[config.mk]
export PLATFORM = sky130hd
export DESIGN_NAME = harsh_driving_event_detector
export DESIGN_NICKNAME = d
export VERILOG_FILES = /design/src/hdd_pkg.sv /design/src/hdd_judge.sv /design/src/harsh_driving_event_detector.sv
export SDC_FILE = /design/constraint.sdc
export NUM_CORES = 1
export LEC_CHECK = 0
export ABC_AREA = 1
export BUFFER_PORTS_ARGS = -buffer_cell sky130_fd_sc_hd__buf_2
export CAP_MARGIN = 15
export CORE_MARGIN = 2
export CORE_UTILIZATION = 45
export DETAILED_ROUTE_END_ITERATION = 7
export PLACE_DENSITY = 0.6
export SLEW_MARGIN = 30
export SYNTH_ARGS = -nofsm -noshare
export SYNTH_HDL_FRONTEND = slang
export SYNTH_SLANG_ARGS = --single-unit
[constraint.sdc]
create_clock -name clk -period 17.5 [get_ports clk]
set_input_delay 0 -clock clk [delete_from_list [all_inputs] [get_ports clk]]
set_output_delay 0 -clock clk [all_outputs]
set_load 0.1 [all_outputs]
[src/hdd_pkg.sv]
// Shared types, codes and reset constants for the harsh driving event detector.
package hdd_pkg;

  // Field widths of one GPS sample and of the register port
  localparam int unsigned SPEED_W  = 16;
  localparam int unsigned COURSE_W = 9;
  localparam int unsigned TICK_W   = 32;
  localparam int unsigned SPAN_W   = 8;
  localparam int unsigned GAP_W    = 8;
  localparam int unsigned CFG_IDX_W  = 3;
  localparam int unsigned CFG_DATA_W = 16;
  localparam int unsigned EVENT_W  = 3;

  // Default depth of the sample window
  localparam int unsigned WINDOW_DEPTH_DEF = 6;

  // Register reset values
  localparam logic [SPEED_W-1:0]  MIN_SPEED_RST       = 16'd700;
  localparam logic [COURSE_W-1:0] TURN_ANGLE_LOW_RST  = 9'd70;
  localparam logic [COURSE_W-1:0] TURN_ANGLE_HIGH_RST = 9'd120;
  localparam logic [SPEED_W-1:0]  TURN_MEAN_SPEED_RST = 16'd2800;
  localparam logic [SPEED_W-1:0]  ACCEL_LIMIT_RST     = 16'd900;
  localparam logic [SPEED_W-1:0]  DECEL_LIMIT_RST     = 16'd2000;
  localparam logic [SPAN_W-1:0]   MAX_WINDOW_SPAN_RST = 8'd6;

  // Compass limits for turns across north
  localparam logic [COURSE_W-1:0] ANG_WEST = 9'd270;
  localparam logic [COURSE_W-1:0] ANG_FULL = 9'd360;
  localparam logic [COURSE_W-1:0] ANG_EAST = 9'd90;

  // Register indexes
  typedef enum logic [CFG_IDX_W-1:0] {
    CFG_MIN_SPEED       = 3'd0,
    CFG_TURN_ANGLE_LOW  = 3'd1,
    CFG_TURN_ANGLE_HIGH = 3'd2,
    CFG_TURN_MEAN_SPEED = 3'd3,
    CFG_ACCEL_LIMIT     = 3'd4,
    CFG_DECEL_LIMIT     = 3'd5,
    CFG_MAX_WINDOW_SPAN = 3'd6
  } cfg_idx_t;

  // Event codes
  typedef enum logic [EVENT_W-1:0] {
    EV_NONE  = 3'd0,
    EV_LEFT  = 3'd1,
    EV_RIGHT = 3'd2,
    EV_ACCEL = 3'd3,
    EV_BRAKE = 3'd4
  } event_t;

  // Register file contents
  typedef struct packed {
    logic [SPEED_W-1:0]  min_speed;
    logic [COURSE_W-1:0] turn_angle_low;
    logic [COURSE_W-1:0] turn_angle_high;
    logic [SPEED_W-1:0]  turn_mean_speed;
    logic [SPEED_W-1:0]  accel_limit;
    logic [SPEED_W-1:0]  decel_limit;
    logic [SPAN_W-1:0]   max_window_span;
  } cfg_t;

  // Decision for one sample
  typedef struct packed {
    event_t ev;
    logic   accepted;
    logic   turn;
  } verdict_t;

endpackage

[src/hdd_judge.sv]
// Combinational decision for one sample against the current window taps.
module hdd_judge #(
  parameter int unsigned WINDOW_DEPTH = hdd_pkg::WINDOW_DEPTH_DEF,
  parameter int unsigned SUM_W        = hdd_pkg::SPEED_W + $clog2(WINDOW_DEPTH)
) (
  input  hdd_pkg::cfg_t                    cfg,
  input  logic [hdd_pkg::SPEED_W-1:0]      speed,
  input  logic [hdd_pkg::COURSE_W-1:0]     course,
  input  logic [hdd_pkg::TICK_W-1:0]       tick,
  input  logic [hdd_pkg::SPEED_W-1:0]      prv_speed,
  input  logic [hdd_pkg::TICK_W-1:0]       prv_tick,
  input  logic [hdd_pkg::COURSE_W-1:0]     old_course,
  input  logic [hdd_pkg::TICK_W-1:0]       old_tick,
  input  logic [hdd_pkg::SPEED_W-1:0]      drop_speed,
  input  logic [SUM_W-1:0]                 speed_sum,
  output logic [SUM_W-1:0]                 speed_sum_nxt,
  output hdd_pkg::verdict_t                verdict
);
  import hdd_pkg::*;

  logic [TICK_W-1:0]   span;
  logic                in_span;
  logic [COURSE_W-1:0] ang;
  logic [SUM_W-1:0]    mean_thr;
  logic                turn_hit;
  event_t              turn_dir;
  logic [GAP_W-1:0]    gap;
  logic [SPEED_W-1:0]  rise;
  logic [SPEED_W-1:0]  fall;
  logic [SPEED_W+GAP_W-1:0] accel_thr;
  logic [SPEED_W+GAP_W-1:0] decel_thr;
  logic                accepted;
  event_t              ev;

  // Accept only samples above the minimum speed
  assign accepted = speed > cfg.min_speed;

  // Running sum once the oldest entry falls out
  assign speed_sum_nxt = speed_sum - SUM_W'(drop_speed) + SUM_W'(speed);

  // Window span, modulo 2^32
  assign span    = tick - old_tick;
  assign in_span = span <= TICK_W'(cfg.max_window_span);

  // Course change and mean speed test (sum against limit times depth)
  assign ang      = (course >= old_course) ? course - old_course : old_course - course;
  assign mean_thr = SUM_W'(cfg.turn_mean_speed) * SUM_W'(WINDOW_DEPTH);
  assign turn_hit = (ang >= cfg.turn_angle_low) && (ang <= cfg.turn_angle_high) &&
                    (speed_sum_nxt >= mean_thr);

  // Turn direction: wrap across north first, then signed difference
  always_comb begin
    priority if (course >= ANG_WEST && course < ANG_FULL && old_course <= ANG_EAST) begin
      turn_dir = EV_LEFT;
    end else if (old_course >= ANG_WEST && old_course < ANG_FULL && course <= ANG_EAST) begin
      turn_dir = EV_RIGHT;
    end else if (course > old_course) begin
      turn_dir = EV_RIGHT;
    end else begin
      turn_dir = EV_LEFT;
    end
  end

  // Speed change against limit times the 8-bit tick gap
  assign gap       = GAP_W'(tick - prv_tick);
  assign rise      = speed - prv_speed;
  assign fall      = prv_speed - speed;
  assign accel_thr = (SPEED_W+GAP_W)'(cfg.accel_limit) * (SPEED_W+GAP_W)'(gap);
  assign decel_thr = (SPEED_W+GAP_W)'(cfg.decel_limit) * (SPEED_W+GAP_W)'(gap);

  // Pick the event
  always_comb begin
    priority if (!accepted || !in_span) begin
      ev = EV_NONE;
    end else if (turn_hit) begin
      ev = turn_dir;
    end else if (speed > prv_speed &&
                 (SPEED_W+GAP_W)'(rise) >= accel_thr) begin
      ev = EV_ACCEL;
    end else if (speed < prv_speed &&
                 (SPEED_W+GAP_W)'(fall) >= decel_thr) begin
      ev = EV_BRAKE;
    end else begin
      ev = EV_NONE;
    end
  end

  assign verdict.ev       = ev;
  assign verdict.accepted = accepted;
  assign verdict.turn     = accepted && in_span && turn_hit;

endmodule

[src/harsh_driving_event_detector.sv]
// Top level of the harsh driving event detector: registers, sample window and pipeline.
// One GPS sample enters per clock when the output is not stalled and passes the input
// and result registers; the window of the last WINDOW_DEPTH accepted samples sits in
// shift registers with a running speed sum, so every decision is a single pass through
// the judge logic between the input register and the result register. Each sample
// gives exactly one result: the event code and whether the sample entered the window.
// Register writes are taken in any cycle (cfg_ready is always high) and must only be
// made while no sample is in flight.
module harsh_driving_event_detector #(
  parameter int unsigned WINDOW_DEPTH = hdd_pkg::WINDOW_DEPTH_DEF
) (
  input  logic                              clk,
  input  logic                              rst_n,
  input  logic                              cfg_valid,
  output logic                              cfg_ready,
  input  logic [hdd_pkg::CFG_IDX_W-1:0]     cfg_index,
  input  logic [hdd_pkg::CFG_DATA_W-1:0]    cfg_data,
  input  logic                              in_valid,
  output logic                              in_stall,
  input  logic [hdd_pkg::SPEED_W-1:0]       in_speed,
  input  logic [hdd_pkg::COURSE_W-1:0]      in_course,
  input  logic [hdd_pkg::TICK_W-1:0]        in_tick,
  output logic                              out_valid,
  input  logic                              out_stall,
  output logic [hdd_pkg::EVENT_W-1:0]       out_event_res,
  output logic                              out_accepted
);
  import hdd_pkg::*;

  localparam int unsigned SUM_W = SPEED_W + $clog2(WINDOW_DEPTH);

  cfg_t                cfg_r;

  logic                s1_valid_r;
  logic [SPEED_W-1:0]  s1_speed_r;
  logic [COURSE_W-1:0] s1_course_r;
  logic [TICK_W-1:0]   s1_tick_r;

  logic [SPEED_W-1:0]  win_speed_r  [WINDOW_DEPTH];
  logic [COURSE_W-1:0] win_course_r [WINDOW_DEPTH];
  logic [TICK_W-1:0]   win_tick_r   [WINDOW_DEPTH];
  logic [SUM_W-1:0]    speed_sum_r;
  logic [SUM_W-1:0]    speed_sum_nxt;

  logic                out_valid_r;
  logic [EVENT_W-1:0]  out_event_r;
  logic                out_accepted_r;

  verdict_t            verdict;
  logic                out_load;
  logic                s1_adv;
  logic                in_take;
  logic                win_upd;

  // Handshake control
  assign cfg_ready = 1'b1;
  assign out_load  = !out_valid_r || !out_stall;
  assign s1_adv    = s1_valid_r && out_load;
  assign in_stall  = s1_valid_r && !out_load;
  assign in_take   = in_valid && !in_stall;
  assign win_upd   = s1_adv && verdict.accepted;

  // Register file writes
  always_ff @(posedge clk) begin
    if (!rst_n) begin
      cfg_r.min_speed       <= MIN_SPEED_RST;
      cfg_r.turn_angle_low  <= TURN_ANGLE_LOW_RST;
      cfg_r.turn_angle_high <= TURN_ANGLE_HIGH_RST;
      cfg_r.turn_mean_speed <= TURN_MEAN_SPEED_RST;
      cfg_r.accel_limit     <= ACCEL_LIMIT_RST;
      cfg_r.decel_limit     <= DECEL_LIMIT_RST;
      cfg_r.max_window_span <= MAX_WINDOW_SPAN_RST;
    end else if (cfg_valid && cfg_ready) begin
      unique case (cfg_idx_t'(cfg_index))
        CFG_MIN_SPEED:       cfg_r.min_speed       <= cfg_data;
        CFG_TURN_ANGLE_LOW:  cfg_r.turn_angle_low  <= cfg_data[COURSE_W-1:0];
        CFG_TURN_ANGLE_HIGH: cfg_r.turn_angle_high <= cfg_data[COURSE_W-1:0];
        CFG_TURN_MEAN_SPEED: cfg_r.turn_mean_speed <= cfg_data;
        CFG_ACCEL_LIMIT:     cfg_r.accel_limit     <= cfg_data;
        CFG_DECEL_LIMIT:     cfg_r.decel_limit     <= cfg_data;
        CFG_MAX_WINDOW_SPAN: cfg_r.max_window_span <= cfg_data[SPAN_W-1:0];
        default: ;
      endcase
    end
  end

  // Input register: hold while the result side is stalled
  always_ff @(posedge clk) begin
    if (!rst_n) begin
      s1_valid_r <= 1'b0;
    end else if (in_take) begin
      s1_valid_r <= 1'b1;
    end else if (s1_adv) begin
      s1_valid_r <= 1'b0;
    end
  end

  always_ff @(posedge clk) begin
    if (in_take) begin
      s1_speed_r  <= in_speed;
      s1_course_r <= in_course;
      s1_tick_r   <= in_tick;
    end
  end

  // Decision logic; newest at tap 0, oldest after the shift comes from the tap before last
  hdd_judge #(
    .WINDOW_DEPTH (WINDOW_DEPTH),
    .SUM_W        (SUM_W)
  ) u_judge (
    .cfg           (cfg_r),
    .speed         (s1_speed_r),
    .course        (s1_course_r),
    .tick          (s1_tick_r),
    .prv_speed     (win_speed_r[0]),
    .prv_tick      (win_tick_r[0]),
    .old_course    (win_course_r[WINDOW_DEPTH-2]),
    .old_tick      (win_tick_r[WINDOW_DEPTH-2]),
    .drop_speed    (win_speed_r[WINDOW_DEPTH-1]),
    .speed_sum     (speed_sum_r),
    .speed_sum_nxt (speed_sum_nxt),
    .verdict       (verdict)
  );

  // Window: shift in accepted samples, clear all ticks on a turn
  always_ff @(posedge clk) begin
    if (!rst_n) begin
      speed_sum_r <= '0;
      for (int i = 0; i < WINDOW_DEPTH; i++) begin
        win_speed_r[i]  <= '0;
        win_course_r[i] <= '0;
        win_tick_r[i]   <= '0;
      end
    end else if (win_upd) begin
      speed_sum_r     <= speed_sum_nxt;
      win_speed_r[0]  <= s1_speed_r;
      win_course_r[0] <= s1_course_r;
      win_tick_r[0]   <= verdict.turn ? '0 : s1_tick_r;
      for (int i = 1; i < WINDOW_DEPTH; i++) begin
        win_speed_r[i]  <= win_speed_r[i-1];
        win_course_r[i] <= win_course_r[i-1];
        win_tick_r[i]   <= verdict.turn ? '0 : win_tick_r[i-1];
      end
    end
  end

  // Result register: advance when empty or taken
  always_ff @(posedge clk) begin
    if (!rst_n) begin
      out_valid_r <= 1'b0;
    end else if (out_load) begin
      out_valid_r <= s1_valid_r;
    end
  end

  always_ff @(posedge clk) begin
    if (s1_adv) begin
      out_event_r    <= verdict.ev;
      out_accepted_r <= verdict.accepted;
    end
  end

  assign out_valid     = out_valid_r;
  assign out_event_res = out_event_r;
  assign out_accepted  = out_accepted_r;

endmodule
==> results of run 1 <==
## metal layers
layer,up-vias,wire length [um],track usage,share of wire
li1,13400,-,-,-
met1,12600,42500,0.328,0.48
met2,585,39200,0.359,0.44
met3,145,4450,0.0272,0.050
met4,4,2560,0.0659,0.029
met5,-,27,0,0.00030
## per-stage QoR
stage	worst slack, ps	power, mW	instances
after floorplan	6930	3.58	4194
after CTS	9830	5.60	5429
final	9840	5.54	5430
after detailed placement	9880	4.33	5238
after global routing	9140	6.06	5430
after global placement	10070	4.34	5237
## flip-flops by register name, summed over array words and instances, names as in the netlist
register	flops
cfg_r	90
out_accepted	1
out_event_res	3
out_valid	1
s1_course_r	9
s1_speed_r	16
s1_tick_r	32
s1_valid_r	1
speed_sum_r	19
win_course_r	45
win_speed_r	96
win_tick_r	160
## cell type report
| type | count | area, sq um |
|---|---|---|
| Clock buffer | 67 | 1430 |
| Sequential cell | 473 | 13100 |
| Clock inverter | 34 | 482 |
| Timing Repair Buffer | 198 | 1540 |
| Inverter | 990 | 3720 |
| Multi-Input combinational cell | 2638 | 17500 |
| Fill cell | 7318 | 37200 |
| Tap cell | 1030 | 1290 |
## repair_timing
item                       in CTS  in global routing
hold endpoints to repair      153                  0
hold buffers                   90                  0
setup endpoints to repair       0                  0
## critical path: cells and delay by family, from the launching register on
kind / cells / cell delay, ps
AOI/OAI and AO/OA: 5 / 660
xor gates and xnor gates: 1 / 110
DFF: 1 / 510
adders and majority gates: 7 / 3010
buffers and inverters: 5 / 670
and+or+nand+nor: 21 / 2550
## cells in the mapped netlist, types with 7 or more instances
| cell type | number | area [sq um] |
|---|---|---|
| nand2_1 | 683 | 2560 |
| nand3b_1 | 9 | 67.6 |
| nor2_1 | 638 | 2390 |
| fa_1 | 191 | 3820 |
| a21o_1 | 17 | 128 |
| clkbuf_1 | 74 | 278 |
| inv_1 | 980 | 3680 |
| or2_2 | 8 | 50.1 |
| o21ai_0 | 134 | 671 |
| ha_1 | 302 | 3780 |
| o2111ai_1 | 9 | 78.8 |
| o221ai_1 | 7 | 61.3 |
| edfxtp_1 | 362 | 10900 |
| o211ai_1 | 31 | 233 |
| dfxtp_1 | 111 | 2220 |
| a21oi_1 | 252 | 1260 |
| nand3_1 | 122 | 611 |
| xor2_1 | 66 | 578 |
| nor3_1 | 28 | 140 |
| xnor2_1 | 37 | 324 |
| buf_6 | 11 | 124 |
| o21bai_1 | 11 | 82.6 |
| nand4_1 | 43 | 269 |
| buf_2 | 7 | 35.0 |
## logic make-up (layout without fill, tap and decap cells)
logic type,Yosys count,count (layout),share of synthesized area
AND/OR/NAND/NOR,1548,1548,0.179
buffers and inverters,1083,1289,0.120
adder cells (fa/ha/maj),493,493,0.219
AO/OA/AOI/OAI,492,492,0.0791
flip-flops,473,473,0.377
XOR/XNOR,103,103,0.0260
other,1,1,0.000108
multiplexers,1,1,0.000288
## how the worst min path moves through the flow
stage,start,end,cells past startpoint
finish,rst_n,cfg_r[59],3
global route,rst_n,cfg_r[59],3
CTS,in_tick[25],s1_tick_r[25],2
detailed placement,in_course[6],s1_course_r[6],1
global placement,in_tick[23],s1_tick_r[23],1
floorplan,in_course[0],s1_course_r[0],0
## power breakdown
group	internal, mW	leakage (nW)	switching [mW]
logic	1.11	13.3	1.89
clock network	0.732	0.929	0.488
registers	1.29	4.67	0.0349
==> impl_results.md, run 1 <==
- Result of the run: complete, but fails checks
- Violated checks: hold timing
- Global placement routability congestion: 0.919
- Pin count of the biggest net entering global routing: 94
- Register bit total from synthesis: around 470
- Avg Vias per Cell: around 4.9
- Mean cell area of the mapped netlist: around 8.3 sq um
- Number of DRC violations after detailed-routing iteration 0: 1,672
- Cell count of the worst reg-to-reg path: 39
- Number of ports placed on the die boundary: 88
- Root buffer cell: clkbuf_16
- Clock latency reported for the late side of the worst-skew pair: between 600 and 700 ps
- Transition at the pin with the smallest max-transition slack: between 800 and 900 ps
- P_leak: approximately 19 nW
- Dpl cell area: around 0.036 sq mm
- RR Startpoint: s1_tick_r[1]
- Die height: approximately 280 um
- Most common cell after layout, fill and taps aside: inv_1
- VDD IR-drop max: 128 uV
- Proportion of synthesized flip-flops having asynchronous set or reset: 0
- Netlist cell types: 48
- Critical Path Slowest Stage Cell: fa_1
- Delay of the slowest critical-path stage: around 550 ps
- Fin util: 0.512
- Placeable core region: between 0.07 and 0.08 sq mm
- Global-route wire length before repair: 141 mm
- Starting density of the core: 0.456
- Vias: roughly 27,000
- CTS Buf Count: 54
- Overflow left after global routing: 0
- Sequential-to-total area share from yosys stat: 0.377
- DIE WIDTH: approximately 280 um
- Number of buffers added on ports: 86
- Finished layout cell area: approximately 0.039 sq mm
- Category of the most critical setup path: reg -> reg
- H-tree levels: 2
- Endpoint kind of the worst setup timing path: register
- Residual antenna-violating net count after detailed routing: 0
- Post-synthesis instance total: 4,194
- Overall routing resource usage: 0.227
- Crit Reg-Reg Endpoint: out_event_res[0]
- Worst-case clock buffer depth: 3
- Detailed-placement wirelength estimate: about 68 mm
- Antenna violations before repair: 2
- Slack of the worst reg-to-reg path: roughly 9800 ps
- Capturing instance or port of the critical path: out_event_res[0]
- Area growth syn-to-layout: 12.5%
- Minimum period implied by the final worst setup slack: about 7700 ps
- Relative slew margins: 0.409
- # rows: between 100 and 150
- Power density over cell area: about 140 mW/mm^2
- Mapped Area: between 0.03 and 0.04 sq mm
- Count of flip-flops with a built-in enable after synthesis: approximately 360
- Final clock skew: slightly above 90 ps
- CP Data Required Time: ~18,000 ps
- Peak clock frequency supported by timing: around 130 MHz
- Number of sinks on the clock net: approximately 470
- Average wire per cell in the routed design: 16.3 um
- Setup Fix Bufs, Post-CTS: 0
- CTS tree: done
- Final routed DRC violation total: 0
- Setup repair after global routing missed its margin: no
- Max Cap Violations: 0
- Launch point of the worst path: s1_tick_r[1]
- Yosys warns: 0
- Post-layout net count: ~5,000
- Post-synth net total: between 4,000 and 5,000
- Peak fanout along the critical path: 22
- Fin Hold WS: -37.2 ps
- Period utilization: 0.438
- Antenna fix cells: 0
- Final Hold Fails: 14
- Overall die area: between 0.07 and 0.08 sq mm
- Most frequent cells in the layout: inv_1 (978), nand2_1 (682), nor2_1 (637)
- Worst-path clk slew: about 60 ps
- Cell repeated most along the worst path: nand2_1
- Number of detailed-route iterations in the first pass: 5
- Vias in the first global route: roughly 26,000
- Detailed Route WL: around 89 mm
- Count of pins over their slew limit: 0
- Arrival time at the worst endpoint: just over 8000 ps
- Finish-stage setup viols: 0
- Setup TNS: 0 ps
- Crit start category: register
- Fraction of layout cells with a size suffix above 1: 0.0495
- Post-CTS resize count: 0
- Hold WC Path Type: in -> reg
- Most used flip-flop cell after synthesis: edfxtp_1
(Power assumes the default switching activity.)
==> run 2, diff against run 1 <==
clock period = 7.1 ns   (was 17.5 ns; I/O delays follow)
==> run 2 against run 1 <==
The flow now finishes without violations. Total power grew to 2.6 times the previous value. Sequential share of layout area shrank 0.77 points. Via count grew 2.0%. Critical path type unchanged. Combinational power grew to 2.8 times the previous value. Setup slack got worse by 9500 ps. Global-route usage increased by 0.16 points. Sequential power is 150% higher. Sequential cell count is the same. Non-clock buffer count is 78 higher. Clock-buffer cell count increased by 1. Critical path depth down 5.
==> impl_results.md, run 2 (synthesis gave the netlist of run 1 again) <==
- Vias in the first global route: 26,300
- Period utilization: 0.949
- Fraction of layout cells with a size suffix above 1: 0.0862
- Delay of the slowest critical-path stage: 540 ps
- Overall Power: 14.5 mW
- Number of ports placed on the die boundary: a little under 90
- Final Hold Fails: 0
- Average wire per cell in the routed design: between 15 and 20 um
- Finished layout cell area: around 0.04 sq mm
- Peak clock frequency supported by timing: around 150 MHz
- CTS Buf Count: 54
- Worst-path clk slew: around 60 ps
- Launch point of the worst path: s1_tick_r[2]
- Detailed-placement wirelength estimate: between 60 and 70 mm
- Critical Path Slowest Stage Cell: fa_1
- Crit start category: register
- Result of the run: finished, final reports clean
- Antenna violations before repair: 3
- Avg Vias per Cell: about 5.0
- Fin util: 0.524
- Overflow left after global routing: 0
- # rows: slightly above 100
- Starting density of the core: 0.456
- Endpoint kind of the worst setup timing path: register
- CP Data Required Time: 7480 ps
- Peak fanout along the critical path: 7
- Die height: between 200 and 300 um
- Cell count of the worst reg-to-reg path: 34
- Root buffer cell: clkbuf_16
- Post-layout net count: ~5,000
- RR Startpoint: s1_tick_r[2]
- Finish-stage setup viols: 0
- Capturing instance or port of the critical path: out_event_res[2]
- Crit Reg-Reg Endpoint: out_event_res[2]
- Number of DRC violations after detailed-routing iteration 0: 1,941
- Final setup margin: between 300 and 400 ps
- Top register by number of flip-flops: win_tick_r
- Count of pins over their slew limit: 0
- Vias: 27,300
- Category of the most critical setup path: reg -> reg
- Hold WC Path Type: in -> reg
- Most common cell after layout, fill and taps aside: inv_1
- Clock latency reported for the late side of the worst-skew pair: 630 ps
- Overall routing resource usage: 0.229
- Power density over cell area: ~360 mW/mm^2
- Number of sinks on the clock net: roughly 470
- Overall die area: a little under 0.08 sq mm
- Setup slack at placement: -208 ps
- Most frequent cells in the layout: inv_1 (970), nand2_1 (666), nor2_1 (616)
- Max Cap Violations: 0
- Cell repeated most along the worst path: nand2_1
- Count of placed standard cells including taps: ~5,300
- Slack of the worst reg-to-reg path: 360 ps
- Detailed Route WL: ~90 mm
- P_leak: 19.2 nW
- Number of flip-flops under the largest register name: 160
- Transition at the pin with the smallest max-transition slack: between 900 and 1000 ps
- Relative slew margins: 0.388
- Area growth syn-to-layout: 15.1%
- Final routed DRC violation total: 0
- Final clock skew: 26.1 ps
- Number of detailed-route iterations in the first pass: 6
- Worst-case clock buffer depth: 3
- Pin count of the biggest net entering global routing: 120
- Global-route wire length before repair: 142 mm
- CTS tree: done
- Largest registers: win_tick_r (160), win_speed_r (96), cfg_r (90)
- Fin Hold WS: about 76 ps
- Hold Crit Start: in_course[1]
- Number of buffers added on ports: 86
- Arrival time at the worst endpoint: between 7000 and 8000 ps
- VDD IR-drop max: approximately 390 uV
- Minimum period implied by the final worst setup slack: 6740 ps
- Worst hold path stage count: 2
- Placeable core region: ~0.076 sq mm
- Setup repair after global routing missed its margin: yes
- Final std cells w/o fill: roughly 5,500
- DIE WIDTH: ~280 um
- Dpl cell area: 0.0367 sq mm
- Setup TNS: 0 ps
- H-tree levels: 2
- Global placement routability congestion: 0.905
- Residual antenna-violating net count after detailed routing: 0
[run 2: cell types whose count changed in the layout (fill, tap and decap cells not counted), sizes merged]
cell	delta
diode	+1
clkinv	+2
clkbuf	+3
clkinvlp	+2
buf	+77
bufinv	-7
inv	+2
dlygate4sd3	-1
[run 2: how the worst min path moves through the flow]
stage                endpoint
5_1_grt         s1_tick_r[19]
2_1_floorplan  s1_course_r[0]
3_5_place_dp   s1_course_r[7]
3_3_place_gp    s1_tick_r[28]
4_1_cts        s1_course_r[2]
6_report       s1_course_r[1]
[run 2: timing repair]
action,in CTS,in global routing
buffers inserted,0,13
pin swaps,0,70
endpoints found under the hold margin,153,0
setup endpoints to repair,3,3
cloned,0,2
gates resized for setup,4,116
hold buffers,89,0
[run 2: routing by layer]
layer | GRT usage | wire, um | vias up | part of all wire
li1 | - | - | 13600 | -
met1 | 0.334 | 43100 | 12900 | 0.48
met2 | 0.356 | 39800 | 668 | 0.44
met3 | 0.0301 | 4880 | 137 | 0.054
met4 | 0.0633 | 2420 | 2 | 0.027
met5 | 0 | 13 | - | 0.00014
[run 2: power breakdown]
part | leakage [nW] | switching (mW) | total [mW] | internal (mW)
registers | 4.67 | 0.0856 | 3.25 | 3.17
clock network | 0.851 | 1.21 | 2.78 | 1.56
logic | 13.7 | 5.08 | 8.46 | 3.39
[run 2: final cells by class]
class	count	area, sq um
Sequential cell	473	13100
Multi-Input combinational cell	2638	17900
Timing Repair Buffer	276	2200
Tap cell	1030	1290
Clock inverter	33	304
Antenna cell	1	2.50
Fill cell	7270	36200
Clock buffer	68	1440
Inverter	990	3720
[run 2: worst max-delay path: cells and delay by family, from the launching register on]
family / cells / cell delay [ps]
compound gates: 2 / 110
buf+inv: 7 / 590
simple gates: 19 / 2580
fa+ha+maj: 6 / 2780
flops: 1 / 430
